File: config.mk
export PLATFORM = sky130hd
export DESIGN_NAME = cpc_cell
export DESIGN_NICKNAME = d
export VERILOG_FILES = /design/src/hw/rtl/cpc_pkg.sv /design/src/hw/rtl/cpc_cell.sv
export VERILOG_INCLUDE_DIRS = /design/src /design/src/hw/rtl
export SDC_FILE = /design/constraint.sdc
export NUM_CORES = 1
export LEC_CHECK = 0
export BUFFER_PORTS_ARGS = -buffer_cell sky130_fd_sc_hd__buf_2
export CAP_MARGIN = 0
export CORE_MARGIN = 2
export CORE_UTILIZATION = 57
export CTS_CLUSTER_SIZE = 40
export DETAILED_ROUTE_END_ITERATION = 8
export PLACE_DENSITY = 0.84
export SYNTH_ARGS = -nofsm -noshare
export SYNTH_HDL_FRONTEND = slang
export SYNTH_SLANG_ARGS = --single-unit
File: constraint.sdc
create_clock -name clk -period 20.3 [get_ports clk]
set_clock_uncertainty 0.1 [all_clocks]
set_input_delay 5.075 -clock clk [delete_from_list [all_inputs] [get_ports clk]]
set_output_delay 5.075 -clock clk [all_outputs]
set_load 0.02 [all_outputs]
File: src/hw/rtl/cartesian_polar_converter_assert.svh
// ----------------------------------------------------------------------------
// cartesian_polar_converter_assert.svh
// Assertion macros shared by the converter RTL.
// ----------------------------------------------------------------------------
`ifndef CARTESIAN_POLAR_CONVERTER_ASSERT_SVH
`define CARTESIAN_POLAR_CONVERTER_ASSERT_SVH

`ifndef NO_ASSERTIONS
`define CPC_ASSERT(lbl, ck, rs, prop) \
  lbl: assert property (@(posedge ck) disable iff (rs) prop) \
    else $error("cartesian_polar_converter: assertion failed");
`define CPC_ASSERT_NEXT(lbl, ck, rs, ante, cons) \
  lbl: assert property (@(posedge ck) disable iff (rs) (ante) |=> (cons)) \
    else $error("cartesian_polar_converter: assertion failed");
`else
`define CPC_ASSERT(lbl, ck, rs, prop)
`define CPC_ASSERT_NEXT(lbl, ck, rs, ante, cons)
`endif

`endif

File: src/hw/rtl/cpc_pkg.sv
// ----------------------------------------------------------------------------
// cpc_pkg
// Types, widths and the arctangent table of the CORDIC converter.
// ----------------------------------------------------------------------------
package cpc_pkg;

  localparam int GUARD = 4;
  localparam int CW    = 31;
  localparam int ZW    = 33;
  localparam int PW    = CW + 31;
  localparam int RSH   = 30 + GUARD;
  localparam int RW    = PW - RSH;

  localparam logic [29:0]   GAIN_Q30  = 30'h26DD3B6A;
  localparam logic [ZW-1:0] TURN_HALF = 33'h0_8000_0000;

  typedef struct packed {
    logic               polar;
    logic               zero;
    logic signed [23:0] a;
    logic signed [23:0] b;
  } cpc_tag_t;

  typedef struct packed {
    logic signed [CW-1:0] x;
    logic signed [CW-1:0] y;
    logic signed [ZW-1:0] z;
  } cpc_vec_t;

  // atan(2^-i), 2^32 per turn
  function automatic logic [31:0] atan_turn(input int unsigned i);
    logic [31:0] v;
    case (i)
      0:  v = 32'h20000000;
      1:  v = 32'h12E4051E;
      2:  v = 32'h09FB385B;
      3:  v = 32'h051111D4;
      4:  v = 32'h028B0D43;
      5:  v = 32'h0145D7E1;
      6:  v = 32'h00A2F61E;
      7:  v = 32'h00517C55;
      8:  v = 32'h0028BE53;
      9:  v = 32'h00145F2F;
      10: v = 32'h000A2F98;
      11: v = 32'h000517CC;
      12: v = 32'h00028BE6;
      13: v = 32'h000145F3;
      14: v = 32'h0000A2FA;
      15: v = 32'h0000517D;
      16: v = 32'h000028BE;
      17: v = 32'h0000145F;
      18: v = 32'h00000A30;
      19: v = 32'h00000518;
      20: v = 32'h0000028C;
      21: v = 32'h00000146;
      22: v = 32'h000000A3;
      23: v = 32'h00000051;
      24: v = 32'h00000029;
      25: v = 32'h00000014;
      26: v = 32'h0000000A;
      27: v = 32'h00000005;
      28: v = 32'h00000003;
      29: v = 32'h00000001;
      30: v = 32'h00000001;
      default: v = 32'h00000000;
    endcase
    return v;
  endfunction

endpackage

File: src/hw/rtl/cpc_cell.sv
// ----------------------------------------------------------------------------
// cpc_cell
// One CORDIC micro-rotation with its pipeline register.
// ----------------------------------------------------------------------------
`include "cartesian_polar_converter_assert.svh"

module cpc_cell import cpc_pkg::*; #(
  parameter int unsigned STEP = 0
) (
  input  logic     clk,
  input  logic     rst,
  input  logic     up_valid,
  output logic     up_stall,
  input  cpc_vec_t up_vec,
  input  cpc_tag_t up_tag,
  output logic     dn_valid,
  input  logic     dn_stall,
  output cpc_vec_t dn_vec,
  output cpc_tag_t dn_tag
);

  logic                 hold;
  logic                 dir_up;
  logic signed [CW-1:0] x_sh;
  logic signed [CW-1:0] y_sh;
  logic signed [ZW-1:0] at;
  cpc_vec_t             vec_next;

  assign hold     = dn_valid && dn_stall;
  assign up_stall = hold;

  always_comb begin
    x_sh   = $signed(up_vec.x) >>> STEP;
    y_sh   = $signed(up_vec.y) >>> STEP;
    at     = $signed({1'b0, atan_turn(STEP)});
    // rotation drives z to zero, vectoring drives y to zero
    dir_up = up_tag.polar ? !up_vec.z[ZW-1] : up_vec.y[CW-1];
    if (dir_up) begin
      vec_next.x = up_vec.x - y_sh;
      vec_next.y = up_vec.y + x_sh;
      vec_next.z = up_vec.z - at;
    end else begin
      vec_next.x = up_vec.x + y_sh;
      vec_next.y = up_vec.y - x_sh;
      vec_next.z = up_vec.z + at;
    end
  end

  always_ff @(posedge clk) begin
    if (rst) begin
      dn_valid <= 1'b0;
    end else if (!hold) begin
      dn_valid <= up_valid;
    end
  end

  always_ff @(posedge clk) begin
    if (!hold) begin
      dn_vec <= vec_next;
      dn_tag <= up_tag;
    end
  end

  `CPC_ASSERT_NEXT(a_cell_advance, clk, rst, up_valid && !up_stall, dn_valid)

endmodule

==> metrics.csv <==
stage,metric,value,unit
setup_path,slowest_delay,0.59,ns
synthesis,ys_warn_count,0,
setup_path,worst_ep_required_time,15.12,ns
synthesis,syn_area,9910,um2
clock_tree,cts_setup_buffers,0,
sta,setup_viol,0,
sta,rsz0062_at_grt,no,
synthesis,synth_top_area_share,43.6,%
hold_path,whs_endpoint,dn_vec[29],
setup_path,timing.rr.end,dn_vec[68],
clock_tree,clock_path_buffers,2,
setup_path,slowest_stage,nand2_4,
place,io_buffers,295,
hold_path,hold_start,dn_valid,
setup_path,cp-start-kind,primary input,
routing,wire_per_inst,19.9,um
setup_path,rrSetupSlack,17.85,ns
finish,drive_gt1_share,29.8,%
clock_tree,cts_tree,built,
sta,fin_crit,11.31,ns
sta,timing.fmax,88.4,MHz
global_routing,track_usage,31.0,%
clock_tree,path_clk_slew,0.07,ns
synthesis,synth_top_cell_by_area,edfxtp_1,
sta,worst_slew_pin_slew,1.03,ns
routing,post-route-drc-count,0,
global_routing,gr-usage-met2,50.6,%
hold_path,holdCritPathClass,flip-flop to flip-flop,
sta,setup-tns-final,0,ns
clock_tree,clkSinkCount,145,
setup_path,cp_top_family,simple AND/OR/NAND/NOR gates,
synthesis,synth_seq_cells,145,
setup_path,worstSetupPathType,primary input to primary output,
floorplan,ios,296,
finish,syn_to_final_growth,21.6,%
clock_tree,clk_latency,0.40,ns
setup_path,cp_cell_sequence,buf_2 -> nand2_4 -> inv_1 -> buf_2,
power,p_per_area,84.4,nW/um2
routing,vias,8559,
sta,slew_headroom,31.4,%
clock_tree,hold_buffers,0,
synthesis,synth_cells,957,
clock_tree,numCtsBuffers,17,
synthesis,syn_nets,1211,
setup_path,r2r-start,dn_valid,
setup_path,reg2reg_depth,2,
floorplan,die_h,136,um
clock_tree,postCtsResizedCells,0,
setup_path,crit_buf_inv,3,
synthesis,ys_types,84,
global_routing,use_met1,40.2,%
job,drv_cap,0,
routing,routed_wl,29.5,mm
synthesis,ys_async_sr_fraction,0,%
setup_path,cpMostUsedCell,buf_2,
sta,hold_viol,0,
routing,first_pass_iters,8,
finish,post-route-util,70.4,%
sta,slew_violations,0,
finish,fin_nets,1483,
finish,nFillCells,1313,
global_routing,grt_util_met3,3.69,%
routing,ant_nets,0,
clock_tree,cts_root_buf,clkbuf_16,
synthesis,ys.flop_type,edfxtp_1,
global_routing,overflow,0,
global_routing,grt-busiest-layer,met2,
global_routing,antenna_found_initial,12,
place,post-dp-hpwl,22.6,mm
global_routing,grt_pass1_vias,7920,
routing,viasPerCell,5.78,
floorplan,rows,48,
synthesis,synth_area_per_cell,10.4,um2
synthesis,synthTopCellsByArea,"edfxtp_1, ha_1, a21oi_1",
synthesis,synth_edf_count,144,
routing,drtIter0Drc,904,
sta,period_share,55.7,%
global_routing,grt_pass1_wl,43.1,mm
global_routing,grt_max_degree,84,
floorplan,initial_core_util,57.9,%
place,globalplace.congestion,0.975,
hold_path,hold_depth,1,
status,status,"finished, final reports clean",
clock_tree,h-tree-depth,4,
floorplan,die_w,136,um
power,p_leak,5.59,nW
floorplan,die_area,18500,um2
synthesis,synth_seq_area_share,43.8,%
setup_path,crit_arrival,6.13,ns
setup_path,endpoint_kind,primary output,
setup_path,crit_fanout,63,
floorplan,coreArea,17100,um2
power,ir_drop,0.0610,mV
layout make-up:
| cell class | count | area (um2) | area share, % |
|---|---|---|---|
| diodes | 14 | 35.0 | 0.291 |
| clock buffers | 17 | 425 | 3.53 |
| clock inverters | 14 | 146 | 1.21 |
| inverters | 97 | 364 | 3.02 |
| multi-input cells | 670 | 4950 | 41.1 |
| flip-flops and latches | 145 | 4340 | 36.1 |
| well taps | 225 | 282 | 2.34 |
| repair buffers | 298 | 1500 | 12.4 |
worst max-delay path by stage:
stage | from | endpoint | slack [ns] | cells past startpoint
after floorplan | dn_stall | up_stall | 6.27 | 2
after global placement | dn_stall | up_stall | 9.02 | 4
after detailed placement | dn_stall | up_stall | 8.98 | 4
after CTS | dn_stall | up_stall | 8.96 | 4
after global routing | dn_stall | up_stall | 8.89 | 4
final | dn_stall | up_stall | 8.99 | 4
metal layers:
metal / vias to the layer above / wire length (um)
met4: 0 / 1250
met3: 81 / 2430
met2: 483 / 14300
met5: - / 0
met1: 4000 / 11500
li1: 3995 / -
registers in the layout, summed over array words and instances (netlist names):
| register | flops |
|---|---|
| dn_vec | 94 |
| dn_valid | 1 |
| dn_tag | 50 |
Yosys cell counts, types with 5 or more instances:
cell and n:
buf_2 10, o31ai_2 5, nand4_1 9, o211ai_1 5
a21oi_2 5, nor2b_1 8, o21ai_0 40, o31ai_1 9
inv_1 93, nand2b_1 11, ha_1 101, nor3_1 10
xnor2_1 45, clkbuf_1 18, nor2_1 67, o21ai_1 13
a21oi_1 102, buf_1 5, o21bai_1 19, a31oi_1 8
nand3_1 10, a2111oi_0 5, edfxtp_1 144, a211oi_1 8
nand2_1 49, xor2_1 17, mux2i_1 14, a21o_1 31
o21a_1 5
stage by stage:
stage | power [mW] | cell area (um2) | hold slack, ns | setup WS (ns) | instances
6_report | 1.02 | 12100 | 1.12 | 8.99 | 1480
5_1_grt | 1.06 | 12000 | 1.20 | 8.89 | 1478
4_1_cts | 1.02 | 12000 | 1.16 | 8.96 | 1466
3_5_place_dp | 0.708 | 11400 | 1.15 | 8.98 | 1435
3_3_place_gp | 0.702 | 11400 | 1.13 | 9.02 | 1435
2_1_floorplan | 0.606 | 9910 | 3.54 | 6.27 | 957
cell families (layout without fill, tap and decap cells):
kind of cell	count (synthesis)	in the layout	synth area share, %
simple gates	194	194	9.57
compound gates	295	295	19.9
buf+inv	142	426	6.24
xor+xnor	62	62	5.48
other cells	0	14	0
fa+ha+maj	105	105	13.6
flops	145	145	43.8
mux	14	14	1.41
report_power, final:
group	total, mW	switching (mW)	internal, mW
combinational	0.310	0.203	0.107
clock	0.310	0.137	0.173
sequential	0.398	0.0147	0.383
cells in the final DEF, fill, tap and decap left out, types with 8 or more instances in the layout:
master,netlist,final
nand4_1,9,9
xor2_1,17,17
nor3_1,10,10
a21oi_1,102,102
nand2_1,49,48
a31oi_1,8,8
mux2i_1,14,14
a21o_1,31,30
clkbuf_16,0,17
o31ai_1,9,9
a211oi_1,8,8
o21ai_0,40,40
diode_2,0,14
ha_1,101,101
xnor2_1,45,45
o21bai_1,19,19
nand2b_1,11,11
nand3_1,10,10
edfxtp_1,144,144
o21ai_1,13,13
buf_2,10,295
nor2_1,67,67
nor2b_1,8,8
inv_1,93,93
No activity file was read; power rests on OpenSTA's default activity.
