## src/hw/rtl/cartesian_polar_converter_assert.svh

```systemverilog
// ----------------------------------------------------------------------------
// cartesian_polar_converter_assert.svh
// Assertion macros shared by the converter RTL.
// ----------------------------------------------------------------------------
`ifndef CARTESIAN_POLAR_CONVERTER_ASSERT_SVH
`define CARTESIAN_POLAR_CONVERTER_ASSERT_SVH

`ifndef NO_ASSERTIONS
`define CPC_ASSERT(lbl, ck, rs, prop) \
  lbl: assert property (@(posedge ck) disable iff (rs) prop) \
    else $error("cartesian_polar_converter: assertion failed");
`define CPC_ASSERT_NEXT(lbl, ck, rs, ante, cons) \
  lbl: assert property (@(posedge ck) disable iff (rs) (ante) |=> (cons)) \
    else $error("cartesian_polar_converter: assertion failed");
`else
`define CPC_ASSERT(lbl, ck, rs, prop)
`define CPC_ASSERT_NEXT(lbl, ck, rs, ante, cons)
`endif

`endif

```

## src/hw/rtl/cpc_pkg.sv

```systemverilog
// ----------------------------------------------------------------------------
// cpc_pkg
// Types, widths and the arctangent table of the CORDIC converter.
// ----------------------------------------------------------------------------
package cpc_pkg;

  localparam int GUARD = 4;
  localparam int CW    = 31;
  localparam int ZW    = 33;
  localparam int PW    = CW + 31;
  localparam int RSH   = 30 + GUARD;
  localparam int RW    = PW - RSH;

  localparam logic [29:0]   GAIN_Q30  = 30'h26DD3B6A;
  localparam logic [ZW-1:0] TURN_HALF = 33'h0_8000_0000;

  typedef struct packed {
    logic               polar;
    logic               zero;
    logic signed [23:0] a;
    logic signed [23:0] b;
  } cpc_tag_t;

  typedef struct packed {
    logic signed [CW-1:0] x;
    logic signed [CW-1:0] y;
    logic signed [ZW-1:0] z;
  } cpc_vec_t;

  // atan(2^-i), 2^32 per turn
  function automatic logic [31:0] atan_turn(input int unsigned i);
    logic [31:0] v;
    case (i)
      0:  v = 32'h20000000;
      1:  v = 32'h12E4051E;
      2:  v = 32'h09FB385B;
      3:  v = 32'h051111D4;
      4:  v = 32'h028B0D43;
      5:  v = 32'h0145D7E1;
      6:  v = 32'h00A2F61E;
      7:  v = 32'h00517C55;
      8:  v = 32'h0028BE53;
      9:  v = 32'h00145F2F;
      10: v = 32'h000A2F98;
      11: v = 32'h000517CC;
      12: v = 32'h00028BE6;
      13: v = 32'h000145F3;
      14: v = 32'h0000A2FA;
      15: v = 32'h0000517D;
      16: v = 32'h000028BE;
      17: v = 32'h0000145F;
      18: v = 32'h00000A30;
      19: v = 32'h00000518;
      20: v = 32'h0000028C;
      21: v = 32'h00000146;
      22: v = 32'h000000A3;
      23: v = 32'h00000051;
      24: v = 32'h00000029;
      25: v = 32'h00000014;
      26: v = 32'h0000000A;
      27: v = 32'h00000005;
      28: v = 32'h00000003;
      29: v = 32'h00000001;
      30: v = 32'h00000001;
      default: v = 32'h00000000;
    endcase
    return v;
  endfunction

endpackage

```

## src/hw/rtl/cpc_post.sv

```systemverilog
// ----------------------------------------------------------------------------
// cpc_post
// Gain correction, rounding, saturation and result register.
// ----------------------------------------------------------------------------
`include "cartesian_polar_converter_assert.svh"

module cpc_post import cpc_pkg::*; (
  input  logic               clk,
  input  logic               rst,
  input  logic               up_valid,
  output logic               up_stall,
  input  cpc_vec_t           up_vec,
  input  cpc_tag_t           up_tag,
  output logic               out_valid,
  input  logic               out_stall,
  output logic signed [23:0] pos_x,
  output logic signed [23:0] pos_y,
  output logic signed [24:0] magnitude,
  output logic signed [23:0] angle
);

  localparam logic signed [RW-1:0] SAT_MAX = RW'(8388607);
  localparam logic signed [RW-1:0] SAT_MIN = -RW'(8388608);
  localparam logic signed [RW-1:0] MAG_MAX = RW'(16777215);
  localparam logic signed [PW-1:0] RND     = PW'(1) <<< (RSH - 1);

  logic                 hold_o;
  logic                 hold_m;
  logic                 m_valid;
  logic                 load_cart;
  logic signed [PW-1:0] prod_x;
  logic signed [PW-1:0] prod_y;
  logic [31:0]          m_z;
  cpc_tag_t             m_tag;

  logic signed [PW-1:0] sum_x;
  logic signed [PW-1:0] sum_y;
  logic signed [RW-1:0] rx;
  logic signed [RW-1:0] ry;
  logic signed [23:0]   sx;
  logic signed [23:0]   sy;
  logic [23:0]          mag24;
  logic [31:0]          ang_sum;
  logic signed [23:0]   pos_x_next;
  logic signed [23:0]   pos_y_next;
  logic signed [24:0]   magnitude_next;
  logic signed [23:0]   angle_next;

  function automatic logic signed [23:0] sat24(input logic signed [RW-1:0] r);
    logic signed [23:0] v;
    if (r > SAT_MAX) begin
      v = 24'sh7FFFFF;
    end else if (r < SAT_MIN) begin
      v = -24'sh800000;
    end else begin
      v = r[23:0];
    end
    return v;
  endfunction

  assign hold_o    = out_valid && out_stall;
  assign hold_m    = m_valid && hold_o;
  assign up_stall  = hold_m;
  assign load_cart = !m_tag.polar && !hold_o;

  always_ff @(posedge clk) begin
    if (rst) begin
      m_valid <= 1'b0;
    end else if (!hold_m) begin
      m_valid <= up_valid;
    end
  end

  always_ff @(posedge clk) begin
    if (!hold_m) begin
      prod_x <= $signed(up_vec.x) * $signed({1'b0, GAIN_Q30});
      prod_y <= $signed(up_vec.y) * $signed({1'b0, GAIN_Q30});
      m_z    <= up_vec.z[31:0];
      m_tag  <= up_tag;
    end
  end

  always_comb begin
    sum_x   = prod_x + RND;
    sum_y   = prod_y + RND;
    rx      = sum_x[PW-1:RSH];
    ry      = sum_y[PW-1:RSH];
    sx      = sat24(rx);
    sy      = sat24(ry);
    ang_sum = m_z + 32'd128;
    if (rx[RW-1]) begin
      mag24 = '0;
    end else if (rx > MAG_MAX) begin
      mag24 = 24'hFFFFFF;
    end else begin
      mag24 = rx[23:0];
    end
    if (m_tag.polar) begin
      pos_x_next     = sx;
      pos_y_next     = sy;
      magnitude_next = {m_tag.a[23], m_tag.a};
      angle_next     = m_tag.b;
    end else begin
      pos_x_next = m_tag.a;
      pos_y_next = m_tag.b;
      if (m_tag.zero) begin
        magnitude_next = '0;
        angle_next     = '0;
      end else begin
        magnitude_next = {1'b0, mag24};
        angle_next     = ang_sum[31:8];
      end
    end
  end

  always_ff @(posedge clk) begin
    if (rst) begin
      out_valid <= 1'b0;
    end else if (!hold_o) begin
      out_valid <= m_valid;
    end
  end

  always_ff @(posedge clk) begin
    if (!hold_o) begin
      pos_x     <= pos_x_next;
      pos_y     <= pos_y_next;
      magnitude <= magnitude_next;
      angle     <= angle_next;
    end
  end

  `CPC_ASSERT_NEXT(a_post_advance, clk, rst, m_valid && !hold_m && !hold_o, out_valid)
  `CPC_ASSERT(a_post_mag_sign, clk, rst, (out_valid && $past(load_cart)) |-> !magnitude[24])

endmodule

```

## config.mk

```make
export PLATFORM = sky130hd
export DESIGN_NAME = cpc_post
export DESIGN_NICKNAME = d
export VERILOG_FILES = /design/src/hw/rtl/cpc_pkg.sv /design/src/hw/rtl/cpc_post.sv
export VERILOG_INCLUDE_DIRS = /design/src /design/src/hw/rtl
export SDC_FILE = /design/constraint.sdc
export NUM_CORES = 2
export LEC_CHECK = 0
export BUFFER_PORTS_ARGS = -buffer_cell sky130_fd_sc_hd__buf_4
export CAP_MARGIN = 20
export CELL_PAD_IN_SITES_DETAIL_PLACEMENT = 1
export CELL_PAD_IN_SITES_GLOBAL_PLACEMENT = 1
export CORE_UTILIZATION = 45
export CTS_CLUSTER_DIAMETER = 50
export DETAILED_ROUTE_END_ITERATION = 7
export GPL_TIMING_DRIVEN = 0
export HOLD_SLACK_MARGIN = 0.12
export PLACE_DENSITY_LB_ADDON = 0.15
export SYNTH_ARGS = -nofsm -noshare
export SYNTH_HDL_FRONTEND = slang
export SYNTH_SLANG_ARGS = --single-unit
```

## constraint.sdc

```tcl
create_clock -name clk -period 15.3 [get_ports clk]
set_input_delay 0.765 -clock clk [delete_from_list [all_inputs] [get_ports clk]]
set_output_delay 0.765 -clock clk [all_outputs]
set_load 0.05 [all_outputs]
```

==> results.json <==
{
  "status": "finished clean",
  "arrival_ns": 9.04,
  "ant_nets": 0,
  "clk_latency_ns": 0.55,
  "cts_hold_buf": 0,
  "clock-root-buffer": "clkbuf_16",
  "placed_area_sq_mm": 0.0498,
  "n_antenna_cell": 0,
  "synthDistinctLibCells": 78,
  "finalInstanceArea_sq_mm": 0.0506,
  "dieArea_sq_mm": 0.104,
  "nNetsFinal": 6475,
  "cp_common_cell": "fa_1",
  "via_per_inst": 5.17,
  "grt_overflow": 0,
  "final_cell_mix": "1293 x inv_1, 821 x fa_1, 718 x ha_1",
  "post_cts_buffers": 0,
  "finalWirelength_microns": 141000,
  "syn_nets": 6207,
  "clock_path_buffers": 3,
  "regArea_sq_mm": 0.00695,
  "dr.pass1.iters": 5,
  "critical_path.cell_chain": "buf_4 > ha_1 > clkbuf_1 > xor2_1 > xnor2_1 > fa_1 > fa_1 > inv_1 > fa_1 > fa_1 > fa_1 > inv_1 > fa_1 > inv_1 > ha_1 > nand4_1 > nor4_1 > nand3_1 > o211ai_1 > a221oi_1 > a311oi_1 > o21a_1 > nor2_1 > xnor2_1",
  "crit_required_ns": 15.62,
  "netlist_area_sq_mm": 0.0462,
  "holdCritPathClass": "input port to flop",
  "post-route-period-util_pct": 57.0,
  "cp-start-kind": "input port",
  "tns_ns": 0,
  "syn_area_per_cell_sq_um": 10.2,
  "rows": 117,
  "fillCellCount": 11300,
  "wl_per_cell_microns": 22.9,
  "synthToLayoutAreaGrowth_pct": 9.46,
  "place_ws_ns": 6.07,
  "grt_pass1_vias": 35200,
  "synth_edf_count": 230,
  "worst_clock_skew_ns": 0.0201,
  "h-tree-depth": 1,
  "die_w_microns": 322,
  "path_clk_slew_ns": 0.07,
  "drc": 0,
  "postSynthCellCount": 4519,
  "worstHoldStart": "up_vec[17]",
  "fmax_ghz": 0.115,
  "initial_core_util_pct": 45.4,
  "drtIter0Drc": 1823,
  "rsz0062_at_grt": "false",
  "critical_path.startpoint": "up_vec[75]",
  "hold_viol": 0,
  "endpoint_kind": "flop",
  "antenna_found_initial": 2,
  "synthArstFlopShare_pct": 0,
  "io_buffers": 239,
  "worst_slack_ns": 6.58,
  "worstMarginPinSlew_ns": 1.02,
  "worstPathMaxFanout": 8,
  "max_slew_margin_pct": 31.6,
  "maxCapViolations": 0,
  "vias": 31900,
  "grt_pass1_wl_microns": 215000,
  "cts_made_buffers": 23,
  "place_congestion": 0.997,
  "synth_flop_cell": "edfxtp_1",
  "setup_viol": 0,
  "ys_seq_elements": 232,
  "ys_warn_count": 0,
  "synth_seq_area_share_pct": 15.0,
  "r2r-start": "prod_x[42]$_DFFE_PN_",
  "slew_viol_final": 0,
  "hpwl_microns": 127000,
  "multi_input_area_sq_mm": 0.0342,
  "layout-drive-gt1-share_pct": 6.62,
  "cts_tree": "yes",
  "final_common_cell": "inv_1",
  "grt_util_all_layers_pct": 27.6,
  "ios": 248,
  "grt_max_degree": 70,
  "cts-resized-gates": 0,
  "die_h_microns": 322,
  "cts_sinks": 232,
  "crit_type": "input port to flop",
  "min_period_ns": 8.72,
  "core_sq_mm": 0.102,
  "crit_slowest_cell": "a311oi_1",
  "max_stage_delay_ns": 0.74
}
[metal layers]
layer  share of wire [%]  wire length, microns  track usage (%)  up-vias
li1                    -                     -                -    14700
met1                  48                 68500             41.1    16300
met2                  43                 61000             42.3      808
met3                 7.1                 10100             5.40       98
met4                 1.3                  1810             3.96        0
met5                   0                     0                0        -
[path summary, 6_finish.rpt]
path                            end  slack [ns]  cells past startpoint
max            prod_x[60]$_DFFE_PN_        6.58                     24
min               m_z[17]$_DFFE_PN_        0.38                      1
max reg2reg  magnitude[5]$_DFFE_PN_       11.96                      9
min reg2reg      angle[0]$_DFFE_PN_        0.55                      2
[critical path, delay by kind of cell]
family / cells / cell delay (ns)
buffers and inverters: 5 / 0.72
AO/OA/AOI/OAI: 4 / 1.54
adder cells (fa/ha/maj): 8 / 4.23
AND/OR/NAND/NOR: 4 / 0.95
XOR/XNOR: 3 / 0.81
[Yosys cell counts (all sizes together), types with 10 or more instances]
cell / n / area [sq um]
clkbuf: 43 / 161
a21o: 91 / 683
nor2b: 25 / 156
and3: 19 / 119
xnor2: 124 / 1090
a31oi: 12 / 75.1
o21bai: 17 / 128
fa: 821 / 16400
o21ai: 118 / 591
nand4: 35 / 234
xor2: 179 / 1570
nor2: 158 / 593
o22a: 21 / 184
nand2b: 10 / 62.6
and4: 13 / 114
ha: 718 / 8980
buf: 10 / 62.6
inv: 1294 / 4860
o21a: 14 / 106
nor3: 17 / 85.1
a22oi: 11 / 82.6
a21oi: 204 / 1060
nand2: 162 / 608
nand3: 53 / 265
edfxtp: 230 / 6910
[cell type report]
type                            instances  share of cell area, %
Multi-Input combinational cell       2939                   67.6
Clock inverter                         18                  0.329
Timing Repair Buffer                  243                   3.75
Tap cell                             1368                   3.38
Inverter                             1295                   9.61
Clock buffer                           23                   1.14
Sequential cell                       232                   13.7
Buffer                                 53                  0.443
[logic make-up (layout without fill, tap and decap cells)]
kind of cell	after synthesis	after routing	synth area share (%)
mux	9	9	0.203
simple gates	534	534	5.48
fa+ha+maj	1539	1539	55.0
compound gates	554	554	7.51
flops	232	232	15.0
buf+inv	1348	1632	11.0
xor+xnor	303	303	5.74
[stage by stage]
step	hold WS, ns	cells	util, %
6_report	0.383	6171	49.7
5_1_grt	0.367	6171	49.7
4_1_cts	0.355	6171	49.7
3_5_place_dp	0.542	6130	49.0
3_3_place_gp	0.445	6126	48.9
2_1_floorplan	0.437	4519	-
[state kept, by name, indices dropped and copies added, names as in the netlist]
| register | flops |
|---|---|
| magnitude | 25 |
| pos_x | 24 |
| m_z | 25 |
| angle | 24 |
| m_valid | 1 |
| prod_y | 29 |
| m_tag | 50 |
| out_valid | 1 |
| pos_y | 24 |
| prod_x | 29 |
Power is left out: the tool's default activity adds up to more than one toggle a clock period on the data nets, which glitch-free logic cannot reach.
