### config.mk
export PLATFORM = sky130hd
export DESIGN_NAME = cpc_pre
export DESIGN_NICKNAME = d
export VERILOG_FILES = /design/src/hw/rtl/cartesian_polar_converter_assert.svh /design/src/hw/rtl/cpc_pkg.sv /design/src/hw/rtl/cpc_pre.sv
export SDC_FILE = /design/constraint.sdc
export NUM_CORES = 1
export LEC_CHECK = 0
export BUFFER_PORTS_ARGS = -buffer_cell sky130_fd_sc_hd__clkbuf_2
export CORE_MARGIN = 3
export CORE_UTILIZATION = 54
export DETAILED_ROUTE_END_ITERATION = 16
export GPL_ROUTABILITY_DRIVEN = 0
export PLACE_DENSITY = 0.81
export SYNTH_ARGS = -nofsm -noshare
export SYNTH_HDL_FRONTEND = slang
export SYNTH_SLANG_ARGS = --single-unit
### constraint.sdc
create_clock -name clk -period 10.9 [get_ports clk]
set_input_delay 2.18 -clock clk [delete_from_list [all_inputs] [get_ports clk]]
set_output_delay 2.18 -clock clk [all_outputs]
set_load 0.1 [all_outputs]
### src/hw/rtl/cartesian_polar_converter_assert.svh
// ----------------------------------------------------------------------------
// cartesian_polar_converter_assert.svh
// Assertion macros shared by the converter RTL.
// ----------------------------------------------------------------------------
`ifndef CARTESIAN_POLAR_CONVERTER_ASSERT_SVH
`define CARTESIAN_POLAR_CONVERTER_ASSERT_SVH

`ifndef NO_ASSERTIONS
`define CPC_ASSERT(lbl, ck, rs, prop) \
  lbl: assert property (@(posedge ck) disable iff (rs) prop) \
    else $error("cartesian_polar_converter: assertion failed");
`define CPC_ASSERT_NEXT(lbl, ck, rs, ante, cons) \
  lbl: assert property (@(posedge ck) disable iff (rs) (ante) |=> (cons)) \
    else $error("cartesian_polar_converter: assertion failed");
`else
`define CPC_ASSERT(lbl, ck, rs, prop)
`define CPC_ASSERT_NEXT(lbl, ck, rs, ante, cons)
`endif

`endif

### src/hw/rtl/cpc_pkg.sv
// ----------------------------------------------------------------------------
// cpc_pkg
// Types, widths and the arctangent table of the CORDIC converter.
// ----------------------------------------------------------------------------
package cpc_pkg;

  localparam int GUARD = 4;
  localparam int CW    = 31;
  localparam int ZW    = 33;
  localparam int PW    = CW + 31;
  localparam int RSH   = 30 + GUARD;
  localparam int RW    = PW - RSH;

  localparam logic [29:0]   GAIN_Q30  = 30'h26DD3B6A;
  localparam logic [ZW-1:0] TURN_HALF = 33'h0_8000_0000;

  typedef struct packed {
    logic               polar;
    logic               zero;
    logic signed [23:0] a;
    logic signed [23:0] b;
  } cpc_tag_t;

  typedef struct packed {
    logic signed [CW-1:0] x;
    logic signed [CW-1:0] y;
    logic signed [ZW-1:0] z;
  } cpc_vec_t;

  // atan(2^-i), 2^32 per turn
  function automatic logic [31:0] atan_turn(input int unsigned i);
    logic [31:0] v;
    case (i)
      0:  v = 32'h20000000;
      1:  v = 32'h12E4051E;
      2:  v = 32'h09FB385B;
      3:  v = 32'h051111D4;
      4:  v = 32'h028B0D43;
      5:  v = 32'h0145D7E1;
      6:  v = 32'h00A2F61E;
      7:  v = 32'h00517C55;
      8:  v = 32'h0028BE53;
      9:  v = 32'h00145F2F;
      10: v = 32'h000A2F98;
      11: v = 32'h000517CC;
      12: v = 32'h00028BE6;
      13: v = 32'h000145F3;
      14: v = 32'h0000A2FA;
      15: v = 32'h0000517D;
      16: v = 32'h000028BE;
      17: v = 32'h0000145F;
      18: v = 32'h00000A30;
      19: v = 32'h00000518;
      20: v = 32'h0000028C;
      21: v = 32'h00000146;
      22: v = 32'h000000A3;
      23: v = 32'h00000051;
      24: v = 32'h00000029;
      25: v = 32'h00000014;
      26: v = 32'h0000000A;
      27: v = 32'h00000005;
      28: v = 32'h00000003;
      29: v = 32'h00000001;
      30: v = 32'h00000001;
      default: v = 32'h00000000;
    endcase
    return v;
  endfunction

endpackage

### src/hw/rtl/cpc_pre.sv
// ----------------------------------------------------------------------------
// cpc_pre
// Input stage: quadrant pre-rotation and guard-bit scaling.
// ----------------------------------------------------------------------------
module cpc_pre import cpc_pkg::*; (
  input  logic               clk,
  input  logic               rst,
  input  logic               up_valid,
  output logic               up_stall,
  input  logic               func,
  input  logic signed [23:0] coord_a,
  input  logic signed [23:0] coord_b,
  output logic               dn_valid,
  input  logic               dn_stall,
  output cpc_vec_t           dn_vec,
  output cpc_tag_t           dn_tag
);

  logic                 hold;
  logic signed [CW-1:0] a_g;
  logic signed [CW-1:0] b_g;
  logic                 flip;
  logic [23:0]          theta;
  cpc_vec_t             vec_next;
  cpc_tag_t             tag_next;

  assign hold     = dn_valid && dn_stall;
  assign up_stall = hold;

  always_comb begin
    a_g   = {{(CW-24){coord_a[23]}}, coord_a} <<< GUARD;
    b_g   = {{(CW-24){coord_b[23]}}, coord_b} <<< GUARD;
    flip  = coord_b[23] ^ coord_b[22];
    theta = flip ? {~coord_b[23], coord_b[22:0]} : coord_b;
    tag_next.polar = func;
    tag_next.zero  = (coord_a == 24'sd0) && (coord_b == 24'sd0);
    tag_next.a     = coord_a;
    tag_next.b     = coord_b;
    if (func) begin
      vec_next.x = flip ? -a_g : a_g;
      vec_next.y = '0;
      vec_next.z = ZW'($signed({theta, 8'h00}));
    end else if (coord_a[23]) begin
      vec_next.x = -a_g;
      vec_next.y = -b_g;
      vec_next.z = TURN_HALF;
    end else begin
      vec_next.x = a_g;
      vec_next.y = b_g;
      vec_next.z = '0;
    end
  end

  always_ff @(posedge clk) begin
    if (rst) begin
      dn_valid <= 1'b0;
    end else if (!hold) begin
      dn_valid <= up_valid;
    end
  end

  always_ff @(posedge clk) begin
    if (!hold) begin
      dn_vec <= vec_next;
      dn_tag <= tag_next;
    end
  end

endmodule

==> impl_metrics.toml, run 1 <==
[logic_synthesis]
yosys_warnings = 0
synth_cells = 421
synth-xor-area-share_pct = 5.33
synthArstFlopShare_pct = 0
synth_fa_ha_area_share_pct = 1.74
syn_area_sq_um = 5750
ys_types = 46
synth_compound_area_share_pct = 5.94
synth-edff-count = 128
synth-simple-area-share_pct = 13.3
synth_top_family_by_area = "simple AND/OR/NAND/NOR gates"
synth_seq_cells = 129
syn_avg_cell_area_sq_um = 13.7
synth_ff_type = "edfxtp_1"
synth-seq-area-share_pct = 67.2
synth_mux_area_share_pct = 1.83

[clock_network]
cts_tree = "built"
clk_latency_ns = 0.52
cts_buffers = 17
post_cts_buffers = 0
hold_buffers = 0
h-tree-depth = 4
ctsResizeCount = 0
root_buffer = "clkbuf_8"
clkSinkCount = 129
clk_path_buf_depth = 2
cts.clk_slew.worst_paths_ns = 0.06

[route]
highest_layer = "met4"
vias = 4037
drcViolationCount = 0
wl_per_cell_um = 16.6
first_pass_iters = 5
ant_nets = 0
via_per_inst = 5.38
wl_met2_mm = 6.49
drt-met1-wl_mm = 4.88
wl_met3_um = 888
drt_iter0_markers = 293
totalWireLength_mm = 12.4

[timing]
max_freq_mhz = 183
fin_crit_sh_pct = 50.0
setup_violations = 0
slew_viol_final = 0
fin_crit_ns = 5.46
hold_viol = 0
setup_tns_ns = 0
clock_skew_ns = 0.00906
slew_headroom_pct = 36.1
rsz0062_at_grt = "false"
holdWs_ns = 1.03
worst_pin_slew_ns = 0.959

[place]
port_buffers = 183
hpwl_mm = 8.58

[status]
outcome = "completed"

[power_and_ir_drop]
p_leak_uw = 0.00315
vdd_drop_max_uv = 105
power.density_nw_per_um2 = 227

[cells_and_area]
most-common-layout-cells = "183 x clkbuf_2, 128 x edfxtp_1, 31 x nor2_1"
final_common_cell = "clkbuf_2"
drive_above_1_share_pct = 37.5
nNetsFinal = 662
n_antenna_cell = 0
n_fill_cell = 670
syn2layout_area_growth_pct = 26.6

[worst_setup_path]
path_common_cell = "clkbuf_2"
path_cells = "clkbuf_2, nand2_4, inv_1, clkbuf_2"
crit_path_end_kind = "output pin"
slowest_stage = "clkbuf_2"
crit_arrival_ns = 3.28
critPathKind = "primary input to output pin"
worstPathRequired_ns = 8.72
path_buf_inv = 3
max_stage_delay_ns = 0.48
crit_family = "buffers and inverters"
startpoint_type = "primary input"
crit_fanout = 51

[hold_path]
worst_hold_path_type = "register to register"

[die]
start_util_pct = 55.7
row_count = 37
die_w_um = 109
fp.dieArea_sq_um = 11900
core-area_sq_um = 10300
ioPinCount = 200
dieHeight_um = 109

[global_route]
first_global_vias = 3721
grt_overflow = 0
antenna_found_initial = 0
grt_pass1_wl_mm = 18.9
grt_usage_pct = 20.9
grt_max_degree = 80

[job]
drv_cap = 0
metal layers:
metal | up-vias | track usage, %
met4 | 0 | 7.39
met5 | - | 0
met1 | 1932 | 26.0
met2 | 184 | 36.0
li1 | 1907 | -
met3 | 14 | 4.56
Yosys cell counts, drive strengths merged (2+ instances only):
cell type  count  area, sq um
nor2          31          116
nor4           7         43.8
xnor2         10         87.6
buf           21          150
a31oi          3         18.8
ha             8          100
mux2           4         45.0
nand4b         2         17.5
o41ai          7         61.3
or3            8         51.3
nand2b         7         43.8
or2            3         18.8
nand2         14         52.6
o211ai         2         15.0
o21ai         11         55.1
or4           13          103
o311ai         4         35.0
o31ai          8         60.1
nor3          16         80.1
a21oi         14         70.1
nand4          2         12.5
and3           2         12.5
and2          24          151
clkbuf        19         73.8
mux2i          6         60.1
edfxtp       128         3840
inv           11         41.3
xor2          25          219
worst paths after layout:
path	slack [ns]	end	cells after the start	start
worst max-delay path	5.44	up_stall	4	dn_stall
worst min-delay path	1.03	dn_tag[44]	1	dn_valid
worst max register to register	8.77	dn_tag[34]	2	dn_valid
worst min register to register	1.03	dn_tag[44]	1	dn_valid
flip-flops by register name, indices dropped and copies added, names as in the netlist:
| signal | cells |
|---|---|
| dn_vec | 79 |
| dn_tag | 49 |
| dn_valid | 1 |
area by class of cell:
class / instances / area [sq um] / area share [%]
flip-flops and latches: 129 / 3860 / 53.0
clock buffers: 19 / 422 / 5.79
multi-input cells: 256 / 1690 / 23.2
well taps: 136 / 170 / 2.34
repair buffers: 186 / 938 / 12.9
clock inverters: 13 / 163 / 2.23
inverters: 11 / 41.3 / 0.567
per-stage QoR:
| step | area, sq um | setup slack (ns) | instances | total power [uW] | util (%) |
|---|---|---|---|---|---|
| 2_1_floorplan | 5810 | 2.23 | 436 | 1040 | - |
| 3_3_place_gp | 6700 | 5.44 | 718 | 1100 | 64.9 |
| 3_5_place_dp | 6700 | 5.42 | 718 | 1110 | 64.9 |
| 4_1_cts | 7290 | 5.42 | 750 | 1660 | 70.6 |
| 5_1_grt | 7290 | 5.31 | 750 | 1700 | 70.6 |
| 6_report | 7290 | 5.44 | 750 | 1650 | 70.6 |
logic make-up (layout without fill, tap and decap cells):
family,Yosys count,after routing
flops,129,129
buf+inv,51,229
xor+xnor,35,35
fa+ha+maj,8,8
simple gates,135,135
compound gates,52,52
mux,10,10
other cells,1,16
where the power goes:
| part | switching, uW | total (uW) | internal, uW |
|---|---|---|---|
| Combinational | 426 | 484 | 58.0 |
| Clock | 206 | 554 | 348 |
| Sequential | 13.3 | 613 | 600 |
Power figures use the tool's default switching activity.
==> run 2: changes to the inputs <==
--- a/config.mk
+++ b/config.mk
@@ -7,10 +7,10 @@
 export LEC_CHECK = 0
 export BUFFER_PORTS_ARGS = -buffer_cell sky130_fd_sc_hd__clkbuf_2
 export CORE_MARGIN = 3
-export CORE_UTILIZATION = 54
+export CORE_UTILIZATION = 50
 export DETAILED_ROUTE_END_ITERATION = 16
 export GPL_ROUTABILITY_DRIVEN = 0
-export PLACE_DENSITY = 0.81
+export PLACE_DENSITY = 0.76
 export SYNTH_ARGS = -nofsm -noshare
 export SYNTH_HDL_FRONTEND = slang
 export SYNTH_SLANG_ARGS = --single-unit
==> constraint.sdc (replaced) <==
create_clock -name clk -period 5.3 [get_ports clk]
set_input_delay 1.06 -clock clk [delete_from_list [all_inputs] [get_ports clk]]
set_output_delay 1.06 -clock clk [all_outputs]
set_load 0.1 [all_outputs]
==> run 2 against run 1 <==
Effect of this change:
- critical path depth unchanged
- cell count is 0.27% higher
- clock power increased by 130%
- sequential power grew 110%
- global-route usage fell by 1.1 points
- die area increased by 7.6%
- first-iteration DRC count rose by 12%
- critical endpoint unchanged
- worst hold slack lost 0.22 ns
- largest power group unchanged
- power is 110% higher
==> impl_metrics.toml, run 2 (same netlist as run 1, synthesis figures left out) <==
[timing]
setup_tns_ns = 0
fin_crit_sh_pct = 65.1
max_freq_mhz = 290
setup_slack_ns = 1.85
slew_headroom_pct = 35.3
worst_pin_slew_ns = 0.971
rsz0062_at_grt = "false"
hold_viol = 0
clock_skew_ns = 0.00580
fin_crit_ns = 3.45
slew_viol_final = 0
setup_violations = 0

[route]
totalWireLength_mm = 12.6
drt-met1-wl_mm = 5.23
via_per_inst = 5.23
highest_layer = "met4"
wl_met2_mm = 6.17
wl_met3_um = 883
first_pass_iters = 5
wl_per_cell_um = 16.7
ant_nets = 0
vias = 3932
drt_iter0_markers = 328
drcViolationCount = 0

[status]
outcome = "completed"

[clock_network]
clk_path_buf_depth = 2
cts_buffers = 17
hold_buffers = 0
h-tree-depth = 4
ctsResizeCount = 0
root_buffer = "clkbuf_16"
post_cts_buffers = 0
clk_latency_ns = 0.41
clkSinkCount = 129
cts_tree = "built"
cts.clk_slew.worst_paths_ns = 0.05

[power_and_ir_drop]
p_leak_uw = 0.00317
p_total_uw = 3520
vdd_drop_max_uv = 238
power.density_nw_per_um2 = 478

[global_route]
grt_overflow = 0
grt_usage_pct = 19.8
antenna_found_initial = 0
first_global_vias = 3783
grt_max_degree = 130
grt_pass1_wl_mm = 19.7

[die]
row_count = 38
dieHeight_um = 113
fp.dieArea_sq_um = 12800
core-area_sq_um = 11000
die_w_um = 113
start_util_pct = 52.2
ioPinCount = 200

[hold_path]
worst_hold_path_type = "primary input to register"
hold_depth = 2

[cells_and_area]
drive_above_1_share_pct = 37.6
reg_top3 = "dn_vec: 79 flops, dn_tag: 49 flops, dn_valid: 1 flops"
layout.area.seq_sq_um = 3860
nNetsFinal = 661
design_area_sq_um = 7350
largest_reg_flops = 79
syn2layout_area_growth_pct = 27.7
multi_input_comb_area_sq_um = 1700
n_fill_cell = 807
final_common_cell = "clkbuf_2"
regMostFlops = "dn_vec"
most-common-layout-cells = "183 x clkbuf_2, 128 x edfxtp_1, 31 x nor2_1"
n_antenna_cell = 0

[worst_setup_path]
worstPathRequired_ns = 4.24
critPathKind = "primary input to output pin"
reg2reg_depth = 1
crit_path_end_kind = "output pin"
crit_fanout = 129
crit_arrival_ns = 2.39
startpoint_type = "primary input"
regToRegSetupSlack_ns = 3.76

[job]
drv_cap = 0

[place]
dp_slack_ns = 1.67
dpl_cell_area_sq_um = 6710
hpwl_mm = 8.67
port_buffers = 183
run 2: changes by cell type in the layout (fill, tap and decap cells not counted), sizes merged:
cell	before	now
buf	3	2
bufinv	3	5
clkbuf	202	201
clkinv	7	6
clkinvlp	2	1
run 2: metal layers:
metal	vias to the layer above	global-route usage (%)
li1	1903	-
met1	1848	25.8
met2	158	31.4
met3	23	6.04
met4	0	7.69
met5	-	0
run 2: worst paths after layout:
check	start	to
worst max-delay path	dn_stall	up_stall
worst min-delay path	rst	dn_valid
worst max register to register	dn_valid	dn_vec[63]
worst min register to register	dn_valid	dn_vec[92]
run 2: metrics by stage:
stage               util [%]  hold slack, ns  instances
floorplan                  -            1.13        436
global placement        60.8            1.22        721
detailed placement      60.8            1.22        721
CTS                     66.6           0.792        752
global route            66.6           0.802        752
finish                  66.6           0.810        752
run 2: where the power goes:
group / switching [uW] / leakage, uW / internal, uW
sequential: 29.3 / 0.00138 / 1230
combinational: 874 / 0.00148 / 119
clock: 424 / 0.000310 / 834
run 2: critical path, stage by stage:
cell	delay (ns)
clkbuf_2	0.13
nand2_8	0.46
inv_1	0.24
clkbuf_2	0.49
run 2: cell type report:
class / count / area share (%)
tap: 140 / 2.38
sequential: 129 / 52.6
inverter: 11 / 0.562
timing repair buffer: 185 / 12.7
clock buffer: 18 / 5.84
clock inverter: 13 / 2.88
multi-input combinational: 256 / 23.1
==> run 3: changes to the inputs <==
--- a/config.mk
+++ b/config.mk
@@ -7,10 +7,10 @@
 export LEC_CHECK = 0
 export BUFFER_PORTS_ARGS = -buffer_cell sky130_fd_sc_hd__clkbuf_2
 export CORE_MARGIN = 3
-export CORE_UTILIZATION = 50
+export CORE_UTILIZATION = 45
 export DETAILED_ROUTE_END_ITERATION = 16
 export GPL_ROUTABILITY_DRIVEN = 0
-export PLACE_DENSITY = 0.76
+export PLACE_DENSITY = 0.72
 export SYNTH_ARGS = -nofsm -noshare
 export SYNTH_HDL_FRONTEND = slang
 export SYNTH_SLANG_ARGS = --single-unit
==> constraint.sdc (replaced) <==
create_clock -name clk -period 3 [get_ports clk]
set_input_delay 0.6 -clock clk [delete_from_list [all_inputs] [get_ports clk]]
set_output_delay 0.6 -clock clk [all_outputs]
set_load 0.1 [all_outputs]
==> run 3 against run 2 <==
Effect of this change:
- critical path depth up 5
- utilization down 6.3 points
- sequential share of layout area fell by 0.34 points
- power up 71%
- register-to-register slack worse by 2.2 ns
- global-route usage decreased by 1.4 points
- via count is 2.3% higher
- combinational power rose by 78%
- first-iteration DRC count is 0.61% higher
- sequential power grew 77%
==> impl_metrics.toml, run 3 (same netlist as run 1, synthesis figures left out) <==
[cells_and_area]
final_common_cell = "clkbuf_2"
regMostFlops = "dn_vec"
syn2layout_area_growth_pct = 28.6
layout.area.seq_sq_um = 3860
reg_top3 = "dn_vec: 79 flops, dn_tag: 49 flops, dn_valid: 1 flops"
multi_input_comb_area_sq_um = 1700
n_antenna_cell = 0
drive_above_1_share_pct = 38.2
nNetsFinal = 669
most-common-layout-cells = "183 x clkbuf_2, 128 x edfxtp_1, 31 x nor2_1"
n_fill_cell = 967
largest_reg_flops = 79

[clock_network]
clk_latency_ns = 0.42
clk_path_buf_depth = 2
cts_buffers = 17
cts_tree = "built"
cts.clk_slew.worst_paths_ns = 0.05
clkSinkCount = 129
ctsResizeCount = 0
post_cts_buffers = 0
root_buffer = "clkbuf_16"
h-tree-depth = 4
hold_buffers = 0

[route]
highest_layer = "met4"
wl_met2_mm = 6.66
via_per_inst = 5.10
drt_iter0_markers = 330
wl_met3_um = 737
ant_nets = 0
wl_per_cell_um = 16.8
totalWireLength_mm = 13.3
first_pass_iters = 4
drt-met1-wl_mm = 5.63
vias = 4023
drcViolationCount = 0

[timing]
hold_viol = 0
rsz0062_at_grt = "false"
setup_slack_ns = 0.499
fin_crit_sh_pct = 83.4
slew_headroom_pct = 51.9
clock_skew_ns = 0.00960
fin_crit_ns = 2.50
worst_pin_slew_ns = 0.721
slew_viol_final = 0
setup_tns_ns = 0
holdWs_ns = 0.337
setup_violations = 0
max_freq_mhz = 400

[die]
dieHeight_um = 119
row_count = 40
die_w_um = 119
fp.dieArea_sq_um = 14200
core-area_sq_um = 12300
start_util_pct = 46.9
ioPinCount = 200

[worst_setup_path]
crit_fanout = 8
worstPathRequired_ns = 3.16
startpoint_type = "primary input"
critPathKind = "primary input to register"
crit_arrival_ns = 2.67
crit_path_end_kind = "register"

[status]
outcome = "completed"

[power_and_ir_drop]
power.density_nw_per_um2 = 814
p_total_uw = 6020
vdd_drop_max_uv = 341
p_leak_uw = 0.00318

[global_route]
grt_usage_pct = 18.5
antenna_found_initial = 0
grt_pass1_wl_mm = 20.4
grt_max_degree = 129
grt_overflow = 0
first_global_vias = 3845

[job]
drv_cap = 0

[place]
hpwl_mm = 9.29
port_buffers = 183
dp_slack_ns = 0.0819

[hold_path]
worst_hold_path_type = "primary input to register"
==> run 3: power by group <==
| part | internal, uW | switching, uW |
|---|---|---|
| registers | 2180 | 49.9 |
| clock network | 1290 | 726 |
| logic | 217 | 1560 |
==> run 3: cell type report <==
| cell class | instances | share of cell area, % |
|---|---|---|
| tap | 168 | 2.84 |
| clock buffer | 19 | 5.85 |
| multi-input combinational | 256 | 22.9 |
| inverter | 11 | 0.609 |
| timing repair buffer | 193 | 13.6 |
| sequential | 129 | 52.2 |
| clock inverter | 13 | 1.95 |
==> run 3: final timing paths <==
kind / slack, ns / endpoint / cells after the start / startpoint
min: 0.34 / dn_valid / 2 / rst
max: 0.50 / dn_vec[93] / 9 / coord_a[13]
max reg2reg: 1.57 / dn_vec[16] / 2 / dn_valid
min reg2reg: 0.69 / dn_valid / 4 / dn_valid
==> run 3: per-layer routing <==
layer / global-route usage (%) / vias up
li1: - / 1925
met4: 8.40 / 0
met5: 0 / -
met2: 30.0 / 146
met1: 23.1 / 1933
met3: 4.89 / 19
==> run 3: metrics by stage <==
| step | area [sq um] | instances | utilization [%] |
|---|---|---|---|
| after floorplan | 5830 | 436 | - |
| after global placement | 6820 | 757 | 55.6 |
| after detailed placement | 6820 | 757 | 55.6 |
| after CTS | 7400 | 789 | 60.3 |
| after global routing | 7400 | 789 | 60.3 |
| final | 7400 | 789 | 60.3 |
==> run 3: critical path: stages <==
cell and delay, ns:
clkbuf_2 0.11, or4_1 0.60, nor4_1 0.30, buf_4 0.22, nand2_1 0.07, nor4_1 0.27, ha_1 0.16, a21oi_1 0.05
mux2_2 0.27
